## src/rtl/core/kens_pkg.sv

```systemverilog
// ----------------------------------------------------------------------------
// Kepler solver package
// Shared angle formats, the CORDIC arctangent table and the fixed constants
// of the Newton solver.
// ----------------------------------------------------------------------------
package kens_pkg;

  // Angle format and CORDIC length.
  localparam int ANGLE_FRAC_BITS = 28;
  localparam int CORDIC_STEPS    = 30;
  localparam int CNT_W           = $clog2(CORDIC_STEPS);

  // Reduced angle width and sine/cosine width (Q30 with headroom).
  localparam int RED_W = 33;
  localparam int SC_W  = 34;

  // Iteration count width and the hard cap on Newton steps.
  localparam int ITER_W = 7;
  localparam logic [ITER_W-1:0] ITER_LIMIT = 7'd64;

  typedef logic signed [RED_W-1:0] red_t;
  typedef logic signed [SC_W-1:0]  sc_t;
  typedef red_t [CORDIC_STEPS-1:0] atan_tab_t;

  // Pi in Q62.
  localparam logic [63:0] PI_Q62 = 64'hC90FDAA22168C234;

  // Round a Q62 value half up to the angle format.
  function automatic logic [63:0] q62_to_angle(input logic [63:0] v);
    return (v + (64'd1 << (61 - ANGLE_FRAC_BITS))) >> (62 - ANGLE_FRAC_BITS);
  endfunction

  // Divide by the odd number 2k+1 of the arctangent series.
  function automatic logic [63:0] odd_div(input logic [63:0] v, input int k);
    case (k)
      0:       return v;
      1:       return v / 64'd3;
      2:       return v / 64'd5;
      3:       return v / 64'd7;
      4:       return v / 64'd9;
      5:       return v / 64'd11;
      6:       return v / 64'd13;
      7:       return v / 64'd15;
      8:       return v / 64'd17;
      9:       return v / 64'd19;
      10:      return v / 64'd21;
      11:      return v / 64'd23;
      12:      return v / 64'd25;
      13:      return v / 64'd27;
      14:      return v / 64'd29;
      15:      return v / 64'd31;
      16:      return v / 64'd33;
      17:      return v / 64'd35;
      18:      return v / 64'd37;
      19:      return v / 64'd39;
      20:      return v / 64'd41;
      21:      return v / 64'd43;
      22:      return v / 64'd45;
      23:      return v / 64'd47;
      24:      return v / 64'd49;
      25:      return v / 64'd51;
      26:      return v / 64'd53;
      27:      return v / 64'd55;
      28:      return v / 64'd57;
      29:      return v / 64'd59;
      30:      return v / 64'd61;
      default: return v;
    endcase
  endfunction

  // Arctangent table, built from the Q62 series at elaboration.
  function automatic atan_tab_t build_atan();
    atan_tab_t   tab;
    logic [63:0] sum;
    logic [63:0] t;
    int          sh;
    for (int i = 0; i < CORDIC_STEPS; i++) begin
      if (i == 0) begin
        sum = PI_Q62 >> 2;
      end else begin
        sum = '0;
        for (int k = 0; i * (2 * k + 1) <= 62; k++) begin
          sh = 62 - i * (2 * k + 1);
          t  = odd_div(64'd1 << sh, k);
          if (k[0]) begin
            sum = sum - t;
          end else begin
            sum = sum + t;
          end
        end
      end
      tab[i] = RED_W'(q62_to_angle(sum));
    end
    return tab;
  endfunction

  localparam atan_tab_t ATAN_TAB = build_atan();

  localparam logic [63:0] PI_WIDE = q62_to_angle(PI_Q62);
  localparam red_t PI_ANG  = RED_W'(PI_WIDE);
  localparam red_t TWO_PI  = RED_W'(PI_WIDE << 1);
  localparam red_t HALF_PI = RED_W'(PI_WIDE >> 1);

  // CORDIC gain in Q30, start value of the x vector.
  localparam sc_t CORDIC_GAIN = 34'sd652032874;

endpackage

```

## src/rtl/core/kens_cordic.sv

```systemverilog
// ----------------------------------------------------------------------------
// Kepler solver sine/cosine unit
// Range reduction followed by a rotation-mode CORDIC, one micro-rotation per
// cycle on a single shift-add datapath.
// ----------------------------------------------------------------------------
module kens_cordic (
  input  logic                clk_i,
  input  logic                rst_ni,
  input  logic                start_i,
  input  logic signed [31:0]  angle_i,
  output logic                done_o,
  output kens_pkg::sc_t       sin_o,
  output kens_pkg::sc_t       cos_o
);
  import kens_pkg::*;

  typedef enum logic [5:0] {
    C_IDLE = 6'b000001,
    C_MOD  = 6'b000010,
    C_WRAP = 6'b000100,
    C_FOLD = 6'b001000,
    C_ITER = 6'b010000,
    C_FIN  = 6'b100000
  } cstate_e;

  cstate_e            state_q, state_d;
  logic [CNT_W-1:0]   cnt_q;
  logic               done_q;
  red_t               r_q;
  sc_t                x_q, y_q, sin_q, cos_q;
  logic               flip_q;
  sc_t                dx, dy;
  logic               last_step;

  assign last_step = (cnt_q == CNT_W'(CORDIC_STEPS - 1));
  assign dx = y_q >>> cnt_q;
  assign dy = x_q >>> cnt_q;

  // Sequencer.
  always_comb begin
    state_d = state_q;
    case (state_q)
      C_IDLE: if (start_i) state_d = C_MOD;
      C_MOD:  state_d = C_WRAP;
      C_WRAP: state_d = C_FOLD;
      C_FOLD: state_d = C_ITER;
      C_ITER: if (last_step) state_d = C_FIN;
      C_FIN:  state_d = C_IDLE;
      default: state_d = C_IDLE;
    endcase
  end

  always_ff @(posedge clk_i or negedge rst_ni) begin
    if (!rst_ni) begin
      state_q <= C_IDLE;
      done_q  <= 1'b0;
      cnt_q   <= '0;
    end else begin
      state_q <= state_d;
      done_q  <= (state_q == C_FIN);
      if (state_q == C_FOLD) begin
        cnt_q <= '0;
      end else if (state_q == C_ITER && !last_step) begin
        cnt_q <= cnt_q + 1'b1;
      end
    end
  end

  // Angle reduction and micro-rotations.
  always_ff @(posedge clk_i) begin
    case (state_q)
      C_IDLE: begin
        if (start_i) r_q <= {angle_i[31], angle_i};
      end
      C_MOD: begin
        if (r_q >= TWO_PI) begin
          r_q <= r_q - TWO_PI;
        end else if (r_q <= -TWO_PI) begin
          r_q <= r_q + TWO_PI;
        end
      end
      C_WRAP: begin
        if (r_q > PI_ANG) begin
          r_q <= r_q - TWO_PI;
        end else if (r_q < -PI_ANG) begin
          r_q <= r_q + TWO_PI;
        end
      end
      C_FOLD: begin
        x_q    <= CORDIC_GAIN;
        y_q    <= '0;
        flip_q <= 1'b0;
        if (r_q > HALF_PI) begin
          r_q    <= r_q - PI_ANG;
          flip_q <= 1'b1;
        end else if (r_q < -HALF_PI) begin
          r_q    <= r_q + PI_ANG;
          flip_q <= 1'b1;
        end
      end
      C_ITER: begin
        if (r_q >= 0) begin
          x_q <= x_q - dx;
          y_q <= y_q + dy;
          r_q <= r_q - ATAN_TAB[cnt_q];
        end else begin
          x_q <= x_q + dx;
          y_q <= y_q - dy;
          r_q <= r_q + ATAN_TAB[cnt_q];
        end
      end
      C_FIN: begin
        sin_q <= flip_q ? -y_q : y_q;
        cos_q <= flip_q ? -x_q : x_q;
      end
      default: begin
      end
    endcase
  end

  assign done_o = done_q;
  assign sin_o  = sin_q;
  assign cos_o  = cos_q;

endmodule

```

## config.mk

```make
export PLATFORM = sky130hd
export DESIGN_NAME = kens_cordic
export DESIGN_NICKNAME = d
export VERILOG_FILES = /design/src/rtl/core/kens_pkg.sv /design/src/rtl/core/kens_cordic.sv
export SDC_FILE = /design/constraint.sdc
export NUM_CORES = 1
export LEC_CHECK = 0
export BUFFER_PORTS_ARGS = -buffer_cell sky130_fd_sc_hd__buf_2
export CAP_MARGIN = 20
export CORE_UTILIZATION = 50
export CTS_BUF_LIST = sky130_fd_sc_hd__clkbuf_4 sky130_fd_sc_hd__clkbuf_8
export CTS_CLUSTER_DIAMETER = 150
export CTS_CLUSTER_SIZE = 12
export DETAILED_ROUTE_END_ITERATION = 6
export MAX_ROUTING_LAYER = met4
export PLACE_DENSITY = 0.71
export SYNTH_ARGS = -nofsm -noshare
export SYNTH_HDL_FRONTEND = slang
export SYNTH_SLANG_ARGS = --single-unit
```

## constraint.sdc

```tcl
create_clock -name clk_i -period 7.71 [get_ports clk_i]
set_clock_uncertainty 0.1 [all_clocks]
set_input_delay 1.542 -clock clk_i [delete_from_list [all_inputs] [get_ports clk_i]]
set_output_delay 1.542 -clock clk_i [all_outputs]
set_load 0.02 [all_outputs]
```

==> flow_metrics.env, run 1 <==
export IMPL_avgSynthCellArea_um2=8.379
export IMPL_start_util_pct=50.80
export IMPL_cellInternalPower_w=0.004494
export IMPL_antenna_cells=0
export IMPL_hold_viol_final=0
export IMPL_grt_pass1_wl_um=125700
export IMPL_ys_types=98
export IMPL_grt_max_degree=70
export IMPL_wl_met1_um=33940
export IMPL_p_seq_share_pct=19.4
export IMPL_crit_start="cnt_q[1]$_DFFE_PN0P_"
export IMPL_worstPathMaxFanout=24
export IMPL_worst_pin_slew_ns=1.248
export IMPL_synth_adder_area_share_pct=7.062
export IMPL_postRouteAntennaNets=0
export IMPL_finalSetupViolations=0
export IMPL_fin_crit_sh_pct=93.46
export IMPL_r2r_cells=22
export IMPL_r2r_start="cnt_q[1]$_DFFE_PN0P_"
export IMPL_synth_seq_cells=182
export IMPL_ys_seq_area_share_pct=24.07
export IMPL_area_growth_syn_to_layout_pct=5.670
export IMPL_clockBufferDepth=2
export IMPL_tritoncts="built"
export IMPL_synth_common_cells="258 x nand2_1, 225 x nor2_1, 174 x o21ai_0"
export IMPL_period_needed_ns=7.206
export IMPL_rsz0062_at_grt="false"
export IMPL_total_leakage_power_nw=8.704
export IMPL_htree_num_levels=4
export IMPL_power_density_nw_per_um2=412.0
export IMPL_yosys_mux_area_fraction_pct=9.903
export IMPL_yosysWarnings=0
export IMPL_p_sw_share_pct=54.05
export IMPL_synth_simple_gate_area_share_pct=18.99
export IMPL_place_hpwl_um=61160
export IMPL_viasPerCell=6.880
export IMPL_gp_congestion=1.122
export IMPL_antenna_found_initial=1
export IMPL_synth_flop_cell="edfxtp_1"
export IMPL_synth_top_area_share_pct=22.72
export IMPL_synth_top_family_by_area="compound AO/OA/AOI/OAI gates"
export IMPL_synth_largest_area_cell="edfxtp_1"
export IMPL_cts_root_buf="clkbuf_8"
export IMPL_reg2reg_to="r_q[31]$_DFFE_PP_"
export IMPL_grt_remaining_overflow=0
export IMPL_worstPathArrival_ns=7.44
export IMPL_io_buffers=103
export IMPL_fmax_ghz=0.1388
export IMPL_drtPass1Iterations=7
export IMPL_dr_wl_met2_um=36290
export IMPL_rows=77
export IMPL_yosysMostFrequentCell="nand2_1"
export IMPL_holdCritPathClass="reg2reg"
export IMPL_drt_iter0_drc=2724
export IMPL_die_y_um=214.0
export IMPL_syn_area_um2=22460
export IMPL_finalMaxSlewViolations=0
export IMPL_async_flop_share_pct=6.593
export IMPL_status="finished, violations left"
export IMPL_irDropWorstVdd_mv=0.2889
export IMPL_synth_compound_area_share_pct=24.71
export IMPL_maxCapViolations=0
export IMPL_cts_buffers=17
export IMPL_synth_area_leaders="edfxtp_1 23%, ha_1 6.8%, xnor2_1 6.5%, mux4_2 5.5%, nand2_1 4.3%"
export IMPL_power_frac_comb_pct=73.4
export IMPL_nets=2814
export IMPL_power_share_clock_pct=7.2
export IMPL_cp_required_ns=7.95
export IMPL_wirelength_um=82290
export IMPL_pre_cts_slack_ns=0.7990
export IMPL_cp_end_kind="register"
export IMPL_p_switching_w=0.005287
export IMPL_synth_edf_count=170
export IMPL_synth_xor_area_share_pct=10.25
export IMPL_drive_gt1_share_pct=12.67
export IMPL_tns_ns=0
export IMPL_dieArea_um2=45780
export IMPL_drcViolationCount=6
export IMPL_maxUsedRoutingLayer="met4"
export IMPL_fp_dieW_um=214.0
export IMPL_route_met3_wl_um=8141
export IMPL_io_pins=104
export IMPL_endpoint="r_q[31]$_DFFE_PP_"
export IMPL_via_count=22420
export IMPL_netlist_instances=2681
export IMPL_rrSetupSlack_ns=0.50
export IMPL_violations="DRC"
export IMPL_fillCellCount=4149
export IMPL_cts_sinks=182
export IMPL_crit_path_start_kind="register"
export IMPL_clk_pin_slew_ns=0.12
export IMPL_grt_pass1_vias=21080
export IMPL_critical_path_class="reg2reg"
export IMPL_clock_latency_ns=0.59
export IMPL_coreArea_um2=44220
export IMPL_wl_per_cell_um=25.25
export IMPL_slew_headroom_pct=16.62
export IMPL_fin_ws_ns=0.5041
export IMPL_synth_nets=2841
export IMPL_grt_usage_pct=36.38
registers in the layout (all words and copies together) (netlist names):
signal   flops
state_q      6
r_q         33
cnt_q        5
x_q         34
cos_o       34
sin_o       34
flip_q       1
done_o       1
y_q         34
worst max-delay path, cell delays in order (launching register included):
cell,delay (ns)
dfrtp_2,0.64
inv_2,0.46
ha_1,0.47
mux2i_1,0.12
a22oi_1,0.23
o21ai_0,0.21
or3_1,0.44
nor3b_1,0.38
inv_1,0.11
o31ai_1,0.28
xor2_1,0.13
ha_1,0.26
a211oi_1,0.30
nand3_1,0.17
a2111oi_0,0.83
buf_4,0.24
nor3_1,0.08
o21ai_0,0.34
a21oi_1,0.14
o21ai_0,0.32
nand2b_1,0.16
mux2i_1,0.16
or3_1,0.36
metrics by stage:
| step | util [%] | hold WS (ns) | instances | total power (W) | instance area (um^2) |
|---|---|---|---|---|---|
| after floorplan | - | 0.3693 | 2681 | 0.007204 | 22460 |
| after global placement | 52.70 | 0.4578 | 3226 | 0.008755 | 23300 |
| after detailed placement | 52.70 | 0.4792 | 3226 | 0.008853 | 23300 |
| after CTS | 53.63 | 0.4834 | 3258 | 0.009618 | 23720 |
| after global routing | 53.68 | 0.5221 | 3259 | 0.01053 | 23740 |
| final | 53.68 | 0.4886 | 3259 | 0.009781 | 23740 |
layer usage:
layer | up-vias | track usage (%)
li1 | 10060 | -
met1 | 10730 | 48.02
met2 | 1350 | 54.19
met3 | 288 | 6.453
met4 | 0 | 16.50
met5 | - | -
timing repair:
item | CTS | global route
setup buffers | 0 | 1
hold endpoints to repair | 0 | 0
resized for setup | 0 | 0
hold buffers | 0 | 0
endpoints found under the setup margin | 0 | 1
worst min-delay path by stage:
stage	from	endpoint	slack, ns	cells after the start
finish	state_q[0]$_DFFE_PN1P_	state_q[1]$_DFFE_PN0P_	0.49	2
global route	state_q[0]$_DFFE_PN1P_	state_q[1]$_DFFE_PN0P_	0.52	2
CTS	state_q[0]$_DFFE_PN1P_	state_q[1]$_DFFE_PN0P_	0.48	2
detailed placement	state_q[0]$_DFFE_PN1P_	state_q[1]$_DFFE_PN0P_	0.48	2
global placement	state_q[0]$_DFFE_PN1P_	state_q[1]$_DFFE_PN0P_	0.46	2
floorplan	x_q[0]$_SDFFCE_PN0N_	cos_o[0]$_DFFE_PP_	0.37	0
area by class of cell:
class                           instances  area, um^2  share of cell area [%]
Tap cell                              592       740.7                   3.120
Inverter                               78       292.8                   1.233
Clock buffer                           17       234.0                  0.9857
Sequential cell                       182        5415                   22.81
Timing Repair Buffer                  148       890.9                   3.753
Multi-Input combinational cell       2227       15980                   67.33
Clock inverter                         15       181.4                  0.7643
power by group through the flow:
stage	registers [W]	clock network, W	logic (W)
finish	0.00189	0.000707	0.00718
floorplan	0.00144	0	0.00577
detailed placement	0.00189	0	0.00697
global route	0.00191	0.000758	0.00786
global placement	0.00188	0	0.00687
CTS	0.00186	0.000734	0.00702
cells by family after synthesis:
kind of cell	count (synthesis)
AND/OR/NAND/NOR	862
buffers and inverters	272
adder cells (fa/ha/maj)	125
XOR/XNOR	263
flip-flops	182
multiplexers	149
AO/OA/AOI/OAI	828
cell usage in the layout, fill, tap and decap left out, types with 40 or more instances in the layout:
master	count
o21ai_0	174
buf_2	103
nor2_1	225
nand2_1	257
o22ai_1	40
inv_1	76
mux2i_1	58
nor3_1	45
edfxtp_1	170
mux4_2	55
nand3_1	65
a21o_1	60
xnor2_1	166
ha_1	122
buf_4	42
a21oi_1	162
xor2_1	97
o31ai_1	46
Note: power is estimated with default switching activity, not from simulation.
==> run 2, diff against run 1 <==
--- a/config.mk
+++ b/config.mk
@@ -7,13 +7,13 @@
 export LEC_CHECK = 0
 export BUFFER_PORTS_ARGS = -buffer_cell sky130_fd_sc_hd__buf_2
 export CAP_MARGIN = 20
-export CORE_UTILIZATION = 50
+export CORE_UTILIZATION = 40
 export CTS_BUF_LIST = sky130_fd_sc_hd__clkbuf_4 sky130_fd_sc_hd__clkbuf_8
 export CTS_CLUSTER_DIAMETER = 150
 export CTS_CLUSTER_SIZE = 12
 export DETAILED_ROUTE_END_ITERATION = 6
 export MAX_ROUTING_LAYER = met4
-export PLACE_DENSITY = 0.71
+export PLACE_DENSITY = 0.6
 export SYNTH_ARGS = -nofsm -noshare
 export SYNTH_HDL_FRONTEND = slang
 export SYNTH_SLANG_ARGS = --single-unit
==> constraint.sdc (replaced) <==
create_clock -name clk_i -period 9.3 [get_ports clk_i]
set_clock_uncertainty 0.1 [all_clocks]
set_input_delay 1.86 -clock clk_i [delete_from_list [all_inputs] [get_ports clk_i]]
set_output_delay 1.86 -clock clk_i [all_outputs]
set_load 0.02 [all_outputs]
==> run 2 against run 1 <==
Effect of this change:
- the run still ends with DRC left
- die area rose by 25%
- maximum frequency fell by 4.2%
- worst hold slack got worse by 0.10 ns
- power fell by 16%
- first-iteration DRC count fell by 9.8%
- register-to-register slack improved by 1.3 ns
- global-route usage fell by 6.1 points
- largest power group unchanged
==> flow_metrics.env, run 2 (same netlist as run 1, synthesis figures left out) <==
export IMPL_area_growth_syn_to_layout_pct=6.444
export IMPL_cp_end_kind="register"
export IMPL_wirelength_um=84150
export IMPL_power_density_nw_per_um2=342.3
export IMPL_via_count=22000
export IMPL_r2r_start="cnt_q[1]$_DFFE_PN0P_"
export IMPL_viasPerCell=6.439
export IMPL_gp_congestion=0.9970
export IMPL_maxCapViolations=0
export IMPL_r2r_cells=22
export IMPL_rrSetupSlack_ns=1.78
export IMPL_grt_pass1_vias=20960
export IMPL_cp_required_ns=9.57
export IMPL_clock_latency_ns=0.63
export IMPL_drt_iter0_drc=2457
export IMPL_worst_pin_slew_ns=1.079
export IMPL_mostFrequentLayoutCells="257 x nand2_1, 225 x nor2_1, 174 x o21ai_0"
export IMPL_reg2reg_to="y_q[33]$_SDFFCE_PN0N_"
export IMPL_io_buffers=103
export IMPL_rsz0062_at_grt="false"
export IMPL_drive_gt1_share_pct=12.71
export IMPL_drcViolationCount=1
export IMPL_fp_dieW_um=239.0
export IMPL_violations="DRC"
export IMPL_rows=86
export IMPL_grt_remaining_overflow=0
export IMPL_coreArea_um2=55310
export IMPL_die_y_um=239.0
export IMPL_fillCellCount=5569
export IMPL_worstPathMaxFanout=51
export IMPL_final_seq_area_um2=5415
export IMPL_ctsHoldBuffers=0
export IMPL_finalSetupViolations=0
export IMPL_holdPathEnd="state_q[3]$_DFFE_PN0P_"
export IMPL_post_layout_nonfiller_instances=3417
export IMPL_cts_root_buf="clkbuf_8"
export IMPL_dieArea_um2=57110
export IMPL_period_needed_ns=7.521
export IMPL_holdCritPathClass="reg2reg"
export IMPL_clk_pin_slew_ns=0.14
export IMPL_postRouteAntennaNets=0
export IMPL_cts_buffers=17
export IMPL_critical_path_class="reg2reg"
export IMPL_clockBufferDepth=2
export IMPL_slew_headroom_pct=27.88
export IMPL_post_cts_buffers=0
export IMPL_htree_num_levels=4
export IMPL_grt_pass1_wl_um=128600
export IMPL_worstPathArrival_ns=7.80
export IMPL_total_leakage_power_nw=8.695
export IMPL_start_util_pct=40.62
export IMPL_status="finished, violations left"
export IMPL_grt_usage_pct=30.31
export IMPL_cts_sinks=182
export IMPL_fmax_ghz=0.1330
export IMPL_tns_ns=0
export IMPL_nets=2815
export IMPL_hold_depth=1
export IMPL_placed_cells=3384
export IMPL_cts_resized=0
export IMPL_wl_per_cell_um=24.63
export IMPL_irDropWorstVdd_mv=0.2170
export IMPL_finalMaxSlewViolations=0
export IMPL_tritoncts="built"
export IMPL_place_hpwl_um=62440
export IMPL_fin_crit_sh_pct=80.87
export IMPL_antenna_found_initial=2
export IMPL_holdCritStartpoint="state_q[3]$_DFFE_PN0P_"
export IMPL_io_pins=104
export IMPL_multi_input_area_um2=15970
export IMPL_hold_viol_final=0
export IMPL_drtPass1Iterations=7
export IMPL_grt_max_degree=74
export IMPL_final_common_cell="nand2_1"
export IMPL_crit_path_start_kind="register"
-- run 2: changes by cell type in the layout (fill, tap and decap cells not counted), sizes merged --
| cell | previous run | this run |
|---|---|---|
| clkinv | 9 | 8 |
| diode | 0 | 1 |
| bufinv | 0 | 1 |
| buf | 148 | 149 |
-- run 2: report_power, final --
part,internal [W],switching [W]
Sequential,0.00107,0.000469
Combinational,0.00245,0.00357
Clock,0.000234,0.000397
Total,0.00375,0.00444
-- run 2: cell type report --
cell class / count / area share [%]
Clock buffer: 17 / 0.9785
Tap cell: 748 / 3.914
Clock inverter: 15 / 0.8477
Sequential cell: 182 / 22.65
Timing Repair Buffer: 149 / 3.590
Antenna cell: 1 / 0.01047
Inverter: 78 / 1.224
Multi-Input combinational cell: 2227 / 66.79
-- run 2: worst max-delay path by stage --
stage | cells after the start | from | to | slack, ns
6_report | 22 | cnt_q[1]$_DFFE_PN0P_ | y_q[33]$_SDFFCE_PN0N_ | 1.78
2_1_floorplan | 2 | state_q[0]$_DFFE_PN1P_ | done_o$_DFF_PN0_ | 2.61
5_1_grt | 20 | cnt_q[1]$_DFFE_PN0P_ | y_q[33]$_SDFFCE_PN0N_ | 1.38
4_1_cts | 22 | cnt_q[1]$_DFFE_PN0P_ | y_q[33]$_SDFFCE_PN0N_ | 1.99
3_5_place_dp | 22 | cnt_q[1]$_DFFE_PN0P_ | y_q[33]$_SDFFCE_PN0N_ | 1.99
3_3_place_gp | 22 | cnt_q[1]$_DFFE_PN0P_ | y_q[33]$_SDFFCE_PN0N_ | 2.18
-- run 2: critical path, cell delays in order, from the launching register on --
cell and delay (ns):
dfrtp_2 0.84, buf_4 0.64, mux4_2 0.44, mux2i_1 0.30
o21ai_0 0.15, nor3_1 0.51, ha_1 0.27, nand2_1 0.10
nor3_2 0.33, nand2_1 0.19, o21ai_1 0.18, xor2_1 0.16
ha_1 0.29, and3_1 0.21, nor2b_1 0.15, a211oi_1 0.27
o21ai_1 0.19, a221o_1 0.41, a311o_1 0.33, a221o_1 0.38
a2111oi_0 0.54, or3_1 0.19, mux2i_1 0.06
-- run 2: metrics by stage --
| stage | hold WS, ns | cell area [um^2] | setup WS (ns) | power, W | utilization (%) |
|---|---|---|---|---|---|
| 3_5_place_dp | 0.3697 | 23470 | 1.993 | 0.007416 | 42.44 |
| 2_1_floorplan | 0.3693 | 22460 | 2.613 | 0.005972 | - |
| 6_report | 0.3870 | 23910 | 1.779 | 0.008186 | 43.23 |
| 5_1_grt | 0.4198 | 23910 | 1.379 | 0.008827 | 43.23 |
| 4_1_cts | 0.3869 | 23910 | 1.988 | 0.008097 | 43.23 |
| 3_3_place_gp | 0.4143 | 23470 | 2.185 | 0.007338 | 42.43 |
-- run 2: layer usage --
layer / up-vias / wire [um] / track usage (%)
met5: - / 0 / -
met4: 0 / 3558 / 13.99
met3: 203 / 6122 / 4.365
met2: 1060 / 38680 / 47.14
met1: 10680 / 35790 / 38.82
li1: 10060 / - / -
