### src/rtl/core/kens_pkg.sv
// ----------------------------------------------------------------------------
// Kepler solver package
// Shared angle formats, the CORDIC arctangent table and the fixed constants
// of the Newton solver.
// ----------------------------------------------------------------------------
package kens_pkg;

  // Angle format and CORDIC length.
  localparam int ANGLE_FRAC_BITS = 28;
  localparam int CORDIC_STEPS    = 30;
  localparam int CNT_W           = $clog2(CORDIC_STEPS);

  // Reduced angle width and sine/cosine width (Q30 with headroom).
  localparam int RED_W = 33;
  localparam int SC_W  = 34;

  // Iteration count width and the hard cap on Newton steps.
  localparam int ITER_W = 7;
  localparam logic [ITER_W-1:0] ITER_LIMIT = 7'd64;

  typedef logic signed [RED_W-1:0] red_t;
  typedef logic signed [SC_W-1:0]  sc_t;
  typedef red_t [CORDIC_STEPS-1:0] atan_tab_t;

  // Pi in Q62.
  localparam logic [63:0] PI_Q62 = 64'hC90FDAA22168C234;

  // Round a Q62 value half up to the angle format.
  function automatic logic [63:0] q62_to_angle(input logic [63:0] v);
    return (v + (64'd1 << (61 - ANGLE_FRAC_BITS))) >> (62 - ANGLE_FRAC_BITS);
  endfunction

  // Divide by the odd number 2k+1 of the arctangent series.
  function automatic logic [63:0] odd_div(input logic [63:0] v, input int k);
    case (k)
      0:       return v;
      1:       return v / 64'd3;
      2:       return v / 64'd5;
      3:       return v / 64'd7;
      4:       return v / 64'd9;
      5:       return v / 64'd11;
      6:       return v / 64'd13;
      7:       return v / 64'd15;
      8:       return v / 64'd17;
      9:       return v / 64'd19;
      10:      return v / 64'd21;
      11:      return v / 64'd23;
      12:      return v / 64'd25;
      13:      return v / 64'd27;
      14:      return v / 64'd29;
      15:      return v / 64'd31;
      16:      return v / 64'd33;
      17:      return v / 64'd35;
      18:      return v / 64'd37;
      19:      return v / 64'd39;
      20:      return v / 64'd41;
      21:      return v / 64'd43;
      22:      return v / 64'd45;
      23:      return v / 64'd47;
      24:      return v / 64'd49;
      25:      return v / 64'd51;
      26:      return v / 64'd53;
      27:      return v / 64'd55;
      28:      return v / 64'd57;
      29:      return v / 64'd59;
      30:      return v / 64'd61;
      default: return v;
    endcase
  endfunction

  // Arctangent table, built from the Q62 series at elaboration.
  function automatic atan_tab_t build_atan();
    atan_tab_t   tab;
    logic [63:0] sum;
    logic [63:0] t;
    int          sh;
    for (int i = 0; i < CORDIC_STEPS; i++) begin
      if (i == 0) begin
        sum = PI_Q62 >> 2;
      end else begin
        sum = '0;
        for (int k = 0; i * (2 * k + 1) <= 62; k++) begin
          sh = 62 - i * (2 * k + 1);
          t  = odd_div(64'd1 << sh, k);
          if (k[0]) begin
            sum = sum - t;
          end else begin
            sum = sum + t;
          end
        end
      end
      tab[i] = RED_W'(q62_to_angle(sum));
    end
    return tab;
  endfunction

  localparam atan_tab_t ATAN_TAB = build_atan();

  localparam logic [63:0] PI_WIDE = q62_to_angle(PI_Q62);
  localparam red_t PI_ANG  = RED_W'(PI_WIDE);
  localparam red_t TWO_PI  = RED_W'(PI_WIDE << 1);
  localparam red_t HALF_PI = RED_W'(PI_WIDE >> 1);

  // CORDIC gain in Q30, start value of the x vector.
  localparam sc_t CORDIC_GAIN = 34'sd652032874;

endpackage

### src/rtl/core/kens_div.sv
// ----------------------------------------------------------------------------
// Kepler solver step divider
// Restoring divider that forms |f| * 2^30 / f' one quotient bit per cycle,
// with the result capped at 2^31.
// ----------------------------------------------------------------------------
module kens_div (
  input  logic        clk_i,
  input  logic        rst_ni,
  input  logic        start_i,
  input  logic [32:0] num_i,
  input  logic [31:0] den_i,
  output logic        done_o,
  output logic [31:0] quot_o
);
  import kens_pkg::*;

  localparam logic [31:0] STEP_CAP = 32'h8000_0000;

  logic        busy_q, done_q, sat_q;
  logic [4:0]  cnt_q;
  logic [31:0] rem_q, lo_q, den_q;
  logic [32:0] trial, diff;
  logic        ge;

  assign trial = {rem_q, lo_q[31]};
  assign diff  = trial - {1'b0, den_q};
  assign ge    = (trial >= {1'b0, den_q});

  // Control: a fixed run of 32 quotient bits.
  always_ff @(posedge clk_i or negedge rst_ni) begin
    if (!rst_ni) begin
      busy_q <= 1'b0;
      done_q <= 1'b0;
      cnt_q  <= '0;
    end else begin
      done_q <= 1'b0;
      if (start_i) begin
        busy_q <= 1'b1;
        cnt_q  <= '0;
      end else if (busy_q) begin
        cnt_q <= cnt_q + 1'b1;
        if (cnt_q == 5'd31) begin
          busy_q <= 1'b0;
          done_q <= 1'b1;
        end
      end
    end
  end

  // Partial remainder and quotient shift register.
  always_ff @(posedge clk_i) begin
    if (start_i) begin
      rem_q <= {1'b0, num_i[32:2]};
      lo_q  <= {num_i[1:0], 30'd0};
      den_q <= den_i;
      // A quotient of 2^32 or more can only saturate.
      sat_q <= ({1'b0, num_i} >= {den_i, 2'b00});
    end else if (busy_q) begin
      rem_q <= ge ? diff[31:0] : trial[31:0];
      lo_q  <= {lo_q[30:0], ge};
    end
  end

  assign done_o = done_q;
  assign quot_o = (sat_q || lo_q > STEP_CAP) ? STEP_CAP : lo_q;

endmodule

### config.mk
export PLATFORM = sky130hd
export DESIGN_NAME = kens_div
export DESIGN_NICKNAME = d
export VERILOG_FILES = /design/src/rtl/core/kens_pkg.sv /design/src/rtl/core/kens_div.sv
export SDC_FILE = /design/constraint.sdc
export NUM_CORES = 1
export LEC_CHECK = 0
export BUFFER_PORTS_ARGS = -buffer_cell sky130_fd_sc_hd__buf_2
export CORE_ASPECT_RATIO = 0.5
export CORE_MARGIN = 4
export CORE_UTILIZATION = 63
export DETAILED_ROUTE_END_ITERATION = 10
export PLACE_DENSITY = 0.95
export REMOVE_ABC_BUFFERS = 1
export SLEW_MARGIN = 5
export SYNTH_ARGS = -nofsm -noshare
export SYNTH_HDL_FRONTEND = slang
export SYNTH_SLANG_ARGS = --single-unit
### constraint.sdc
create_clock -name clk_i -period 4.6 [get_ports clk_i]
set_input_delay 0.92 -clock clk_i [delete_from_list [all_inputs] [get_ports clk_i]]
set_output_delay 0.92 -clock clk_i [all_outputs]
set_load 0.005 [all_outputs]
==> key figures, run 1 <==
Outcome
  – Status: completed

Power and ir drop
  – Peak supply drop: 0.000278 V
  – Total power: 4.54 mW
  – Leak Pwr: 3.95 nW
  – Cell Pwr Density: ~570 nW/um^2

Routing
  – Final WL: approximately 18 mm
  – DRC: 0
  – DRT iter0 DRCs: 649
  – Routed Antenna Nets: 0
  – Avg WL per Cell: around 18 um
  – 1st-pass router iterations: 5
  – Via count: a little over 6,000
  – Vias/cell: about 6.1

Worst setup path
  – Kind of end point of the critical path: output pin
  – CP Max Fanout: 26
  – Worst Setup SP: lo_q[4]
  – Startpoint types: flip-flop
  – WP data arrival: 2680 ps
  – Worst reg2reg path startpoint: lo_q[31]
  – Crit Path Category: flip-flop to output pin
  – WP data required: ~3700 ps

STA
  – Hold slack: ~380 ps
  – Worst rel slew slack: 41.7%
  – RSZ-0062 raised after global routing: no
  – Setup Skew: 11.6 ps
  – Final hold viol count: 0
  – Slew at the pin closest to its max-slew limit: between 800 and 900 ps
  – Setup Total Neg Slack: 0 ps
  – Setup-failing EPs final: 0
  – Final Max Slew Viols: 0
  – Tmin final: 3600 ps
  – Period Utilization, post-route: 78.2%
  – Fmax: between 0.2 and 0.3 GHz

Synth
  – Multiplexer share of the synthesized area: about 7%
  – Largest family of logic cells by synthesized area: compound AO/OA/AOI/OAI gates
  – Most common cell in the synthesized netlist: inv_1
  – Synth Instances: 762
  – Synth Area in XOR/XNOR: between 3 and 4%
  – Mapped Avg Cell Area: around 9.5 sq um
  – Sequential element share of the synthesized area: 38.6%
  – Synth Warn #: 0
  – Synth area leaders: edfxtp_1 28%, ha_1 11%, dfxtp_1 8.6%, mux2i_1 6.8%, inv_1 3.9%
  – Synthesized flop and latch total: ~100
  – Yosys cell types: between 70 and 80
  – Synth Flop Type: edfxtp_1
  – Post-synthesis share of cell area spent on full adders, half adders and majority gates: 11.6%
  – Compound-cell area share of the yosys netlist: 16.8%
  – Number of synthesized flops with an enable pin: 66
  – Simple-Gate Fraction of Synth Area: between 10% and 20%
  – Synth top area share: 27.5%
  – Post-synth top area cell: edfxtp_1
  – Top cells by count, synth: 74 x inv_1, 66 x edfxtp_1, 65 x ha_1, 60 x nor2_1, 56 x nand2_1
  – Synth async-reset ratio: ~6.7%
  – Synth Cell Area: between 7000 and 8000 sq um

Clock tree
  – H-tree Lvls: 3
  – TritonCTS Sinks: around 100
  – Clock latency on the worst-skew pair: between 300 and 400 ps
  – CTS tree: yes
  – Clock tree root driver cell: clkbuf_16
  – Post_cts resized: 0
  – Reg clk slew, reported paths: approximately 80 ps
  – Num CTS Buffers: 9
  – Post-CTS Setup Bufs: 0
  – Deepest clock path buffer count: 2
  – Number of hold buffers added after CTS: 0

Placement
  – RD Place Congestion: roughly 0.95
  – Half-perimeter wire length after placement: 13.4 mm
  – I/O Buffers: 100
  – Post-DP Area: 7730 sq um

Die
  – Die width: around 160 um
  – Num rows: 27
  – Die height: 83.6 um
  – Top-Level Pins: between 100 and 150
  – Initial Util: ~65%
  – Total core area: about 11,000 sq um
  – Area of the die: between 10,000 and 15,000 sq um

Cells and area
  – Fin area: 8040 sq um
  – Fill cells: roughly 780
  – Fraction of layout cells with a size suffix above 1: 17.2%
  – ANT cells: 0
  – Layout area overhead: 11.5%
  – Final nets: roughly 970

Global routing
  – Antenna violations before repair: 0
  – GRT overflow: 0
  – Vias in the first global route: a little under 6,000
  – First-pass GRT wire length: about 30 mm
  – Largest net degree at the start of global routing: 85
  – GRT Overall Usage: a little over a quarter

Flow run
  – Max Cap Viol: 0

Min path
  – Hold WC Path Type: input pin to asynchronous set/reset pin
registers in the layout (all words and copies together) (netlist names):
signal	count
done_o	1
rem_q	32
sat_q	1
cnt_q	5
lo_q	32
busy_q	1
den_q	32
report_power, final:
| part | switching [mW] | leakage (nW) | internal, mW |
|---|---|---|---|
| clock network | 0.407 | 0.151 | 0.393 |
| registers | 0.118 | 1.02 | 1.22 |
| logic | 1.44 | 2.77 | 0.957 |
final timing paths:
| check | slack (ps) | depth (start not counted) | endpoint |
|---|---|---|---|
| min in group clk_i | 550 | 2 | lo_q[8] |
| max reg2reg | 1120 | 12 | rem_q[24] |
| min | 380 | 1 | done_o |
| min reg2reg | 550 | 2 | lo_q[8] |
| max | 1000 | 7 | quot_o[23] |
| max in group asynchronous | 4060 | 1 | busy_q |
per-stage QoR:
stage / std cells / util, % / setup slack [ps]
4_1_cts: 990 / 72.5 / 1040
3_3_place_gp: 974 / 69.8 / 1260
3_5_place_dp: 974 / 69.8 / 1270
6_report: 990 / 72.5 / 1000
5_1_grt: 990 / 72.5 / 788
2_1_floorplan: 726 / - / 1640
worst max-delay path, cell delays in order, from the launching register on:
cell and delay (ps):
dfxtp_1 350, nor4_1 430, nand4_1 220, nor4_1 300, nand4_1 140, nand2_1 500
and2_1 240, buf_2 120
per-layer routing:
| metal | track usage [%] | part of all wire [%] | up-vias |
|---|---|---|---|
| met2 | 43.7 | 44 | 278 |
| met5 | 0 | 0 | - |
| met3 | 4.98 | 8.0 | 42 |
| met1 | 38.4 | 45 | 2876 |
| met4 | 8.11 | 2.4 | 0 |
| li1 | - | - | 2885 |
cells in the final DEF, fill, tap and decap left out, types with 32 or more instances in the layout:
master	instances
a21oi_1	41
and2_1	32
buf_2	99
edfxtp_1	66
ha_1	65
inv_1	74
mux2i_1	49
nand2_1	56
nor2_1	60
o21ai_0	37
area by class of cell:
| type | instances | area (sq um) | share of cell area, % |
|---|---|---|---|
| inverter | 74 | 278 | 3.46 |
| clock inverter | 7 | 78.8 | 0.981 |
| multi-input combinational | 548 | 3970 | 49.4 |
| tap | 145 | 181 | 2.26 |
| timing repair buffer | 103 | 526 | 6.54 |
| clock buffer | 9 | 225 | 2.80 |
| sequential | 104 | 2780 | 34.6 |
cells by family (layout without fill, tap and decap cells):
family                   after synthesis  count (layout)
AND/OR/NAND/NOR                      231             231
AO/OA/AOI/OAI                        173             173
buffers and inverters                110             193
flip-flops                           104             104
adder cells (fa/ha/maj)               66              66
multiplexers                          49              49
XOR/XNOR                              29              29
Note: power is estimated with default switching activity, not from simulation.
==> run 2: changes to the inputs <==
--- a/config.mk
+++ b/config.mk
@@ -8,9 +8,9 @@
 export BUFFER_PORTS_ARGS = -buffer_cell sky130_fd_sc_hd__buf_2
 export CORE_ASPECT_RATIO = 0.5
 export CORE_MARGIN = 4
-export CORE_UTILIZATION = 63
+export CORE_UTILIZATION = 59
 export DETAILED_ROUTE_END_ITERATION = 10
-export PLACE_DENSITY = 0.95
+export PLACE_DENSITY = 0.93
 export REMOVE_ABC_BUFFERS = 1
 export SLEW_MARGIN = 5
 export SYNTH_ARGS = -nofsm -noshare
==> constraint.sdc (replaced) <==
create_clock -name clk_i -period 3.47 [get_ports clk_i]
set_input_delay 0.694 -clock clk_i [delete_from_list [all_inputs] [get_ports clk_i]]
set_output_delay 0.694 -clock clk_i [all_outputs]
set_load 0.005 [all_outputs]
==> key figures, run 2 (synthesized netlist as in run 1, its figures left out) <==
Die
  – Die width: about 160 um
  – Total core area: 11,900 sq um
  – Top-Level Pins: 101
  – Die height: 86.1 um
  – Area of the die: 14,100 sq um
  – Initial Util: about 61%
  – Num rows: 28

Placement
  – RD Place Congestion: 0.925
  – Post-DP Area: around 8000 sq um
  – Post-place setup slack: around 250 ps
  – Half-perimeter wire length after placement: 13.9 mm
  – I/O Buffers: 100

Clock tree
  – Reg clk slew, reported paths: roughly 90 ps
  – CTS tree: yes
  – Post-CTS Setup Bufs: 0
  – Clock latency on the worst-skew pair: about 350 ps
  – Num CTS Buffers: 9
  – H-tree Lvls: 3
  – Post_cts resized: 0
  – TritonCTS Sinks: roughly 100
  – Deepest clock path buffer count: 2
  – Clock tree root driver cell: clkbuf_16
  – Number of hold buffers added after CTS: 0

STA
  – Tmin final: around 3300 ps
  – Period Utilization, post-route: between 90% and 100%
  – Setup-failing EPs final: 0
  – Final hold viol count: 0
  – Setup Total Neg Slack: 0 ps
  – Slew at the pin closest to its max-slew limit: 924 ps
  – Fmax: 0.303 GHz
  – Final Max Slew Viols: 0
  – Worst rel slew slack: 38.4%
  – RSZ-0062 raised after global routing: no
  – Setup Skew: ~12 ps
  – Final setup margin: 173 ps

Cells and area
  – Layout area overhead: 14.1%
  – ANT cells: 0
  – Most frequent cells in the layout: 99 x buf_2, 74 x inv_1, 66 x edfxtp_1
  – Fill cells: around 890
  – Fin area: between 8000 and 9000 sq um
  – Most common cell after layout, fill and taps aside: buf_2
  – Final nets: approximately 990
  – Top Registers: den_q (32), lo_q (32), rem_q (32)
  – Fraction of layout cells with a size suffix above 1: 18.4%

Global routing
  – First-pass GRT wire length: about 29 mm
  – Antenna violations before repair: 0
  – Largest net degree at the start of global routing: 56
  – Vias in the first global route: 5,960
  – GRT overflow: 0
  – GRT Overall Usage: between 20% and 30%

Routing
  – Routed Antenna Nets: 0
  – Vias/cell: ~6
  – DRC: 0
  – DRT iter0 DRCs: between 500 and 600
  – Final WL: 18.3 mm
  – Via count: between 6,000 and 7,000
  – 1st-pass router iterations: 5
  – Avg WL per Cell: between 15 and 20 um

Worst setup path
  – CP Max Fanout: 4
  – Crit Path Category: flip-flop to flip-flop
  – Startpoint types: flip-flop
  – Largest stage delay on the critical path: 400 ps
  – CP max stage cell: edfxtp_1
  – R2R cell count: 13
  – WP data required: approximately 3600 ps
  – WP data arrival: 3390 ps
  – Worst path cell trace: inv_1 -> ha_1 -> inv_1 -> fa_1 -> a21o_1 -> a221oi_4 -> buf_4 -> o21ai_2 -> a31o_2 -> a21o_1 -> a21oi_2 -> xnor2_1 -> a221o_1
  – Kind of end point of the critical path: flip-flop

Power and ir drop
  – Cell Pwr Density: 766 nW/um^2
  – Leak Pwr: 4.03 nW
  – Peak supply drop: between 0.0003 and 0.0004 V

Min path
  – Hold WC Path Type: input pin to asynchronous set/reset pin

Flow run
  – Max Cap Viol: 0

Outcome
  – Status: completed
## run 2: cell count changes in the layout (fill, tap and decap cells not counted), sizes merged
cell / before / now
buf: 103 / 115
clkinv: 2 / 1
inv: 79 / 80
## run 2: final timing paths
kind | from | to | slack [ps]
setup / recovery | lo_q[31] | rem_q[18] | 170
hold reg to reg | lo_q[19] | lo_q[19] | 540
min in group clk_i | den_i[26] | den_q[26] | 520
hold / removal | rst_ni | busy_q | 160
max in group asynchronous | rst_ni | busy_q | 3150
setup reg to reg | lo_q[31] | rem_q[18] | 170
## run 2: final cells by class
| type | count | area, sq um | share of cell area, % |
|---|---|---|---|
| multi-input cells | 548 | 3980 | 48.4 |
| well taps | 165 | 206 | 2.51 |
| clock buffers | 9 | 225 | 2.74 |
| flip-flops and latches | 104 | 2780 | 33.8 |
| inverters | 74 | 278 | 3.38 |
| clock inverters | 7 | 96.3 | 1.17 |
| repair buffers | 115 | 653 | 7.95 |
## run 2: layer usage
layer	global-route usage (%)	vias to the layer above	share of wire, %	wire length [um]
met1	36.7	2927	44	8080
met4	5.86	0	1.6	284
met5	0	-	0	0
met3	6.00	30	8.7	1590
li1	-	2916	-	-
met2	41.6	264	45	8300
## run 2: critical path, delay by kind of cell, from the launching register on
family | cells | cell delay (ps)
compound gates | 7 | 1610
fa+ha+maj | 2 | 600
flops | 1 | 400
buf+inv | 3 | 360
xor+xnor | 1 | 80
## run 2: power breakdown
part           internal, mW  leakage, nW  switching [mW]
logic                  1.45         2.85            1.97
registers              1.62         1.02           0.156
clock network         0.537        0.156           0.562
total                  3.61         4.03            2.69
## run 2: metrics by stage
stage | hold slack, ps | cells | util, % | total power [mW]
after floorplan | 398 | 726 | - | 4.07
after global placement | 507 | 1006 | 66.4 | 5.00
after detailed placement | 527 | 1006 | 66.4 | 5.09
after CTS | 152 | 1022 | 69.1 | 6.22
after global routing | 149 | 1022 | 69.2 | 6.68
final | 155 | 1022 | 69.2 | 6.29
==> run 3: changes to the inputs <==
--- a/config.mk
+++ b/config.mk
@@ -10,7 +10,7 @@
 export CORE_MARGIN = 4
 export CORE_UTILIZATION = 59
 export DETAILED_ROUTE_END_ITERATION = 10
-export PLACE_DENSITY = 0.93
+export PLACE_DENSITY_LB_ADDON = 0.25
 export REMOVE_ABC_BUFFERS = 1
 export SLEW_MARGIN = 5
 export SYNTH_ARGS = -nofsm -noshare
==> key figures, run 3 (synthesized netlist as in run 1, its figures left out) <==
Worst setup path
  – Crit Path Category: flip-flop to output pin
  – WP data arrival: 2550 ps
  – Worst reg2reg path startpoint: lo_q[31]
  – Startpoint types: flip-flop
  – Largest stage delay on the critical path: roughly 480 ps
  – WP data required: ~2800 ps
  – Largest delay contributor family on the critical path: simple AND/OR/NAND/NOR gates
  – FF-to-FF End: rem_q[24]
  – CP max stage cell: nand2_1
  – Worst path cell trace: inv_1 -> nor4_1 -> nand4_1 -> nor4_1 -> nand4_1 -> nand2_1 -> and2_1 -> buf_2
  – R2R setup slack: 280 ps
  – Buf+Inv Stages, Crit Path: 2
  – CP Max Fanout: 26
  – R2R cell count: 12
  – Kind of end point of the critical path: output pin

Cells and area
  – Top Registers: den_q (32), lo_q (32), rem_q (32)
  – Most common cell after layout, fill and taps aside: buf_2
  – Most frequent cells in the layout: 99 x buf_2, 74 x inv_1, 66 x edfxtp_1
  – Fraction of layout cells with a size suffix above 1: 17.6%
  – Final nets: a little under 1,000
  – ANT cells: 0
  – Layout area overhead: 13.0%
  – Fin util: between 60% and 70%

Routing
  – Final WL: 17.0 mm
  – Via count: slightly below 6,000
  – 1st-pass router iterations: 5
  – Avg WL per Cell: 16.8 um
  – Routed Antenna Nets: 0
  – DRC: 0
  – Vias/cell: about 5.8
  – DRT iter0 DRCs: roughly 400

STA
  – Tmin final: approximately 3200 ps
  – Setup Total Neg Slack: 0 ps
  – Final Max Slew Viols: 0
  – Period Utilization, post-route: just over 90%
  – Setup Skew: 9.28 ps
  – RSZ-0062 raised after global routing: no
  – Setup-failing EPs final: 0
  – Hold slack: 156 ps
  – Final hold viol count: 0
  – Slew at the pin closest to its max-slew limit: about 630 ps
  – Fmax: around 0.31 GHz
  – Worst rel slew slack: between 50% and 60%

Clock tree
  – CTS tree: yes
  – Clock latency on the worst-skew pair: 350 ps
  – Num CTS Buffers: 9
  – Reg clk slew, reported paths: 80 ps
  – H-tree Lvls: 3
  – Post-CTS Setup Bufs: 0
  – Deepest clock path buffer count: 2
  – TritonCTS Sinks: 104
  – Clock tree root driver cell: clkbuf_16

Die
  – Area of the die: 14,100 sq um
  – Initial Util: about three fifths
  – Die height: 86.1 um
  – Die width: roughly 160 um
  – Top-Level Pins: 101
  – Num rows: 28
  – Total core area: ~12,000 sq um

Flow run
  – Max Cap Viol: 0

Min path
  – Hold WC Path Type: input pin to asynchronous set/reset pin

Power and ir drop
  – Leak Pwr: 3.99 nW
  – Peak supply drop: ~0.00041 V
  – Cell Pwr Density: about 740 nW/um^2
  – Total power: 6.00 mW

Global routing
  – GRT overflow: 0
  – Antenna violations before repair: 1
  – First-pass GRT wire length: around 28 mm
  – Largest net degree at the start of global routing: 80
  – GRT Overall Usage: 24.5%
  – Vias in the first global route: about 5,700

Placement
  – RD Place Congestion: roughly 0.9
  – Half-perimeter wire length after placement: around 13 mm
  – I/O Buffers: 100

Outcome
  – Status: completed
-- run 3: where the power goes --
part	total [mW]	internal, mW	switching (mW)
Sequential	1.77	1.62	0.149
Combinational	3.20	1.37	1.84
Clock	1.02	0.509	0.515
-- run 3: metrics by stage --
stage	cell area (sq um)	setup WS (ps)	instances
2_1_floorplan	7020	506	726
3_3_place_gp	7840	253	1000
3_5_place_dp	7840	180	1000
4_1_cts	8130	175	1016
5_1_grt	8140	15.4	1016
6_report	8140	228	1016
-- run 3: layout make-up --
type / instances / area [sq um]
Timing Repair Buffer: 109 / 608
Clock buffer: 10 / 229
Clock inverter: 6 / 62.6
Sequential cell: 104 / 2780
Tap cell: 165 / 206
Inverter: 74 / 278
Multi-Input combinational cell: 548 / 3980
Fill cell: 972 / 3740
-- run 3: worst max-delay path by stage --
stage / startpoint / to / slack (ps) / depth (start not counted)
final: lo_q[31] / quot_o[27] / 230 / 8
after global routing: lo_q[31] / quot_o[27] / 20 / 8
after CTS: lo_q[31] / rem_q[24] / 170 / 12
after detailed placement: lo_q[31] / rem_q[24] / 180 / 12
after global placement: lo_q[31] / rem_q[24] / 250 / 12
after floorplan: lo_q[31] / rem_q[24] / 510 / 12
-- run 3: repair_timing --
item	in CTS	in global routing
gates resized for setup	0	1
endpoints found under the setup margin	0	1
hold buffers	0	0
-- run 3: per-layer routing --
| layer | global-route usage (%) | up-vias | part of all wire, % |
|---|---|---|---|
| met5 | 0 | - | 0.11 |
| met4 | 5.02 | 2 | 1.5 |
| met3 | 6.24 | 18 | 7.2 |
| li1 | - | 2907 | - |
| met2 | 40.0 | 180 | 45 |
| met1 | 33.4 | 2762 | 46 |
